<file path="config.mk">
export PLATFORM = sky130hd
export DESIGN_NAME = programmable_crc_byte_engine_unit
export DESIGN_NICKNAME = d
export VERILOG_FILES = /design/src/rtl/core/crcbe_pkg.sv /design/src/rtl/core/crcbe_fold.sv /design/src/rtl/core/programmable_crc_byte_engine_unit.sv
export SDC_FILE = /design/constraint.sdc
export NUM_CORES = 1
export LEC_CHECK = 0
export ABC_AREA = 1
export BUFFER_PORTS_ARGS = -buffer_cell sky130_fd_sc_hd__buf_2
export CAP_MARGIN = 25
export CORE_MARGIN = 3
export CORE_UTILIZATION = 50
export CTS_CLUSTER_DIAMETER = 50
export DETAILED_ROUTE_END_ITERATION = 8
export MAX_ROUTING_LAYER = met4
export PLACE_DENSITY = 0.77
export SLEW_MARGIN = 15
export SYNTH_ARGS = -nofsm -noshare
export SYNTH_HDL_FRONTEND = slang
export SYNTH_SLANG_ARGS = --single-unit
</file>
<file path="constraint.sdc">
create_clock -name clock -period 3.55 [get_ports clock]
set_input_delay 0.5325 -clock clock [delete_from_list [all_inputs] [get_ports clock]]
set_output_delay 0.5325 -clock clock [all_outputs]
set_load 0.1 [all_outputs]
</file>
<file path="src/rtl/core/crcbe_pkg.sv">
`timescale 1ns / 1ps
// ----------------------------------------------------------------------------
// crcbe_pkg
// Shared types, constants and the polynomial justify function for the
// programmable byte-wise CRC engine.
// ----------------------------------------------------------------------------
package crcbe_pkg;

   localparam int unsigned ResidueWidth = 32;
   localparam int unsigned ByteWidth    = 8;

   localparam logic [ResidueWidth-1:0] PolyResetValue = 32'h04C1_1DB7;

   typedef logic [ResidueWidth-1:0] residue_type;
   typedef logic [ByteWidth-1:0]    byte_type;

   typedef struct packed {
      byte_type    data_byte;
      logic        first_byte;
      residue_type seed_residue;
      logic        last_byte;
   } req_type;

   // Drop the top coefficient and left-justify the rest; degree zero gives zero.
   function automatic residue_type justify_poly(input residue_type raw);
      residue_type result;
      result = '0;
      for (int d = 1; d < ResidueWidth; d++) begin
         if (raw[d]) begin
            result = raw << (ResidueWidth - d);
         end
      end
      return result;
   endfunction

   localparam residue_type PolyResetJustified = justify_poly(PolyResetValue);

endpackage

</file>
<file path="src/rtl/core/crcbe_fold.sv">
`timescale 1ns / 1ps
// ----------------------------------------------------------------------------
// crcbe_fold
// Folds one byte into a left-justified residue, MSB first, eight unrolled
// shift-and-XOR steps against the justified polynomial.
// ----------------------------------------------------------------------------
module crcbe_fold (
   input  crcbe_pkg::residue_type residue_start,
   input  crcbe_pkg::byte_type    data_byte,
   input  crcbe_pkg::residue_type poly,
   output crcbe_pkg::residue_type residue_next
);
   import crcbe_pkg::*;

   always_comb begin
      residue_type res;
      logic        fb;
      res = residue_start;
      for (int k = ByteWidth - 1; k >= 0; k--) begin
         fb  = data_byte[k] ^ res[ResidueWidth-1];
         res = {res[ResidueWidth-2:0], 1'b0};
         if (fb) begin
            res = res ^ poly;
         end
      end
      residue_next = res;
   end

endmodule

</file>
<file path="src/rtl/core/programmable_crc_byte_engine_unit.sv">
`timescale 1ns / 1ps
// ----------------------------------------------------------------------------
// programmable_crc_byte_engine_unit
// Byte-wise CRC engine with a programmable generator polynomial.
//
// Requests arrive on req_* (valid/ready): one data byte with start and end
// flags and a seed residue used on a start byte. Each request gives one
// response on rsp_*: the left-justified residue after that byte and the
// end-of-message flag.
// A request lands in an input register, is folded by an unrolled
// eight-step update, and the response sits in an output register.
// Throughput is one byte per cycle while the receiver does not stall,
// bounded by the residue feedback through the fold logic.
// csr_we/csr_wdata load the raw polynomial; its justified form is
// registered at the write. Write it only while the engine is empty.
// Reset loads polynomial 0x04C11DB7, clears the running residue and
// empties both registers. When the receiver stalls, the output register
// holds, the input register fills and then req_ready drops.
// ----------------------------------------------------------------------------
module programmable_crc_byte_engine_unit (
   input  logic                   clock,
   input  logic                   reset,
   input  logic                   req_valid,
   output logic                   req_ready,
   input  crcbe_pkg::byte_type    req_data_byte,
   input  logic                   req_first_byte,
   input  crcbe_pkg::residue_type req_seed_residue,
   input  logic                   req_last_byte,
   output logic                   rsp_valid,
   input  logic                   rsp_ready,
   output crcbe_pkg::residue_type rsp_residue,
   output logic                   rsp_message_end,
   input  logic                   csr_we,
   input  crcbe_pkg::residue_type csr_wdata
);
   import crcbe_pkg::*;

   residue_type poly_ff;
   residue_type running_residue_ff, running_residue_in;
   req_type     req_ff;
   logic        req_valid_ff;
   logic        rsp_valid_ff;
   residue_type rsp_residue_ff;
   logic        rsp_message_end_ff;
   residue_type fold_start;
   logic        advance;
   logic        req_take;

   assign advance   = req_valid_ff && (!rsp_valid_ff || rsp_ready);
   assign req_ready = !req_valid_ff || advance;
   assign req_take  = req_valid && req_ready;

   assign fold_start = req_ff.first_byte ? req_ff.seed_residue : running_residue_ff;

   crcbe_fold u_fold (
      .residue_start (fold_start),
      .data_byte     (req_ff.data_byte),
      .poly          (poly_ff),
      .residue_next  (running_residue_in)
   );

   // polynomial
   always_ff @(posedge clock) begin
      if (reset) begin
         poly_ff <= PolyResetJustified;
      end else if (csr_we) begin
         poly_ff <= justify_poly(csr_wdata);
      end
   end

   // input register
   always_ff @(posedge clock) begin
      if (reset) begin
         req_valid_ff <= 1'b0;
      end else if (req_ready) begin
         req_valid_ff <= req_valid;
      end
   end

   always_ff @(posedge clock) begin
      if (req_take) begin
         req_ff <= '{data_byte:    req_data_byte,
                     first_byte:   req_first_byte,
                     seed_residue: req_seed_residue,
                     last_byte:    req_last_byte};
      end
   end

   // running residue and output register
   always_ff @(posedge clock) begin
      if (reset) begin
         running_residue_ff <= '0;
         rsp_valid_ff       <= 1'b0;
      end else begin
         if (advance) begin
            running_residue_ff <= running_residue_in;
         end
         if (advance) begin
            rsp_valid_ff <= 1'b1;
         end else if (rsp_ready) begin
            rsp_valid_ff <= 1'b0;
         end
      end
   end

   always_ff @(posedge clock) begin
      if (advance) begin
         rsp_residue_ff     <= running_residue_in;
         rsp_message_end_ff <= req_ff.last_byte;
      end
   end

   assign rsp_valid       = rsp_valid_ff;
   assign rsp_residue     = rsp_residue_ff;
   assign rsp_message_end = rsp_message_end_ff;

   // assertions
   a_ready_only_when_room: assert property (@(posedge clock) disable iff (reset)
      !req_ready |-> (req_valid_ff && rsp_valid_ff && !rsp_ready))
      else $error("req_ready low without a full pipeline");

   a_residue_tracks_rsp: assert property (@(posedge clock) disable iff (reset)
      advance |=> (running_residue_ff == rsp_residue_ff))
      else $error("running residue differs from delivered residue");

   a_hold_when_blocked: assert property (@(posedge clock) disable iff (reset)
      (req_valid_ff && !advance) |=> (req_valid_ff && $stable(req_ff)))
      else $error("blocked input register changed");

   a_poly_after_reset: assert property (@(posedge clock)
      $past(reset) && !reset && !$past(csr_we) |-> (poly_ff == PolyResetJustified))
      else $error("polynomial not at reset value after reset");

endmodule
</file>
==> results.toml <==
[status]
status = "complete, but fails checks"
violations = "setup timing"

[layout]
area_growth_pct = 18.0
layout.nets = 2122
register_area_um2 = 3500
post-route-cell-area_um2 = 15300
drive_gt1_frac = 0.183
finalNonFillerCells = 2386
diodes = 0
multi_input_area_um2 = 8590
fillers = 2224

[pwr]
ir_drop_v = 0.00111
p_leak_uw = 0.00659
power_density_nw_per_um2 = 948

[floorplan]
core_area_um2 = 25300
start_util = 0.512
die_area_um2 = 27900
die_w_um = 167
rows = 58
ios = 114
floorplan.die.height_um = 167

[routing]
remaining_drc_errors = 0
ant_nets = 0
vias_per_cell = 5.77
vias = 13800
drt-initial-drc-count = 1330
post_drt_wl_per_cell_um = 17.2
firstDrtPassIters = 5
routed_wl_um = 40900

[worst_hold_path]
hold_path.class = "in -> reg"

[clock_tree]
clock-sinks = 138
clk_pin_slew_ns = 0.07
clk_latency_ns = 0.44
clock_path_buffers = 2
root_buffer = "clkbuf_16"
htreeDepth = 4
numCtsBuffers = 17
cts_tree = "yes"

[global_route]
grtUsageTotal = 0.288
gr-total-overflow = 0
antenna_found_initial = 0
grt_max_degree = 54
grt_pass1_wl_um = 65400
grt_pass1_vias = 12800

[yosys]
synth_top_family_by_area = "simple AND/OR/NAND/NOR gates"
synth_top_area_frac = 0.171
ys_warn_count = 0
synth_area_leader_cell = "edfxtp_1"
avgSynthCellArea_um2 = 6.54
syn_nets = 2062
synth-simple-area-share = 0.244
synth-xor-area-share = 0.161
yosys-top-cells-area = "edfxtp_1 17%, nand2_1 16%, xor2_1 10%"
synth-seq-cells = 138
synth_compound_area_frac = 0.220
synthAdderAreaFrac = 0
yosysUniqueCellTypes = 41
synth_mux_area_frac = 0.00628
synthCells = 1983
mappedNetlistArea_um2 = 13000
yosysSeqAreaShare = 0.270

[placement]
placed_area_um2 = 14100
dp.cells = 2337
place_ws_ns = -0.469
hpwl_um = 26800
place_congestion = 0.983
port_buffers = 112

[timing]
post-route-period-util = 1.13
min_period_ns = 4.00
relSlewSlack = 0.316
fmax_mhz = 250
finalHoldViolCount = 0
worst_slack_ns = -0.450
rsz0062_at_grt = "true"
worstMarginPinSlew_ns = 1.02
slew_viol_final = 0
finClkSkew_ns = 0.0131
final-setup-viol-count = 62

[setup_path]
cpMaxStageDelayCell = "edfxtp_1"
arrival_ns = 4.33
worstPathRequired_ns = 3.88
slowest_delay_ns = 0.47
end_kind = "register"
critPathMaxFanout = 6
worst-path-buf-inv = 5
criticalPathCategory = "reg -> reg"
cp_top_family = "XOR/XNOR gates"
startpoint_type = "register"

[flow_run]
cap_violations = 0
[final timing paths]
check | slack (ns) | cells past startpoint | endpoint | startpoint
worst min-delay path | 0.26 | 1 | req_ff[35] | req_data_byte[1]
worst min register to register | 0.43 | 0 | rsp_message_end | req_ff[0]
worst max-delay path | -0.45 | 26 | running_residue_ff[30] | req_ff[33]
worst max register to register | -0.45 | 26 | running_residue_ff[30] | req_ff[33]
[cells in the mapped netlist]
library cell	n
nor2_4	1
buf_6	8
mux2_2	1
edfxtp_1	74
mux2i_1	7
a22oi_1	5
nand2_1	551
o221ai_1	2
a21o_1	21
xnor2_2	6
nor3_1	1
nand3b_1	1
buf_1	23
o311ai_0	1
nand3_1	165
a221oi_1	1
xor2_1	151
a211oi_1	1
conb_1	1
o211ai_1	46
nand2_2	13
buf_2	9
inv_4	2
inv_1	92
clkbuf_1	162
xor2_2	9
or2_1	1
a21oi_1	172
buf_4	4
nor2_1	37
o21ai_0	240
o31ai_1	1
nand2_4	1
clkinv_1	8
inv_2	2
dfxtp_1	64
nor2_2	2
o21ai_2	2
o22ai_1	9
xnor2_1	60
o21ai_1	26
[per-layer routing]
| metal | global-route usage | share of wire | vias to the layer above |
|---|---|---|---|
| met2 | 0.471 | 0.48 | 641 |
| met5 | - | 0 | - |
| met3 | 0.0368 | 0.075 | 97 |
| met4 | 0.100 | 0.026 | 0 |
| li1 | - | - | 6632 |
| met1 | 0.371 | 0.42 | 6393 |
[logic make-up (layout without fill, tap and decap cells)]
group                     count (synthesis)  in the layout
xor gates and xnor gates                226            226
and+or+nand+nor                         773            773
AOI/OAI and AO/OA                       527            527
muxes                                     8              8
buffers and inverters                   310            383
other                                     1              1
DFF                                     138            138
[cell type report]
cell class                      count  share of cell area
Timing Repair Buffer              242               0.111
Clock inverter                     15              0.0109
Clock buffer                       17              0.0278
Multi-Input combinational cell   1535               0.562
Timing Repair inverter              5             0.00417
Tap cell                          330              0.0270
Inverter                          104              0.0277
Sequential cell                   138               0.229
[placed cells by master (no fill, tap or decap), types with 17 or more instances in the layout]
cell type / count
nand2_1: 530
o21ai_0: 240
a21oi_1: 171
nand3_1: 155
xor2_1: 142
buf_4: 113
buf_2: 112
inv_1: 90
edfxtp_1: 74
dfxtp_1: 64
xnor2_1: 49
o211ai_1: 46
nor2_1: 34
nand2_2: 29
o21ai_1: 26
a21o_1: 21
clkbuf_16: 17
[registers in the layout, indices dropped and copies added (netlist names)]
register / flops
running_residue_ff: 31
req_valid_ff: 1
rsp_residue: 31
rsp_valid: 1
rsp_message_end: 1
poly_ff: 31
req_ff: 42
[stage by stage]
| step | utilization | power, uW | hold WS (ns) | setup TNS [ns] |
|---|---|---|---|---|
| after floorplan | - | 8900 | 0.400 | -0.369 |
| after global placement | 0.555 | 10300 | 0.406 | -12.80 |
| after detailed placement | 0.555 | 10500 | 0.415 | -20.91 |
| after CTS | 0.594 | 13800 | 0.247 | -17.77 |
| after global routing | 0.604 | 15300 | 0.249 | -37.16 |
| final | 0.604 | 14500 | 0.261 | -22.41 |
[what timing repair did]
action,CTS,global route
pin swaps,15,27
hold buffers,0,0
gates resized for setup,51,44
setup buffers,10,1
endpoints found under the setup margin,62,62
gates cloned,6,1
[power by group]
| group | switching, uW | total [uW] | leakage (uW) | internal, uW |
|---|---|---|---|---|
| Sequential | 149 | 2430 | 0.00124 | 2280 |
| Combinational | 6310 | 10300 | 0.00506 | 3970 |
| Clock | 793 | 1800 | 0.000291 | 1010 |
| Total | 7250 | 14500 | 0.00659 | 7250 |
No activity file was read; power rests on OpenSTA's default activity.
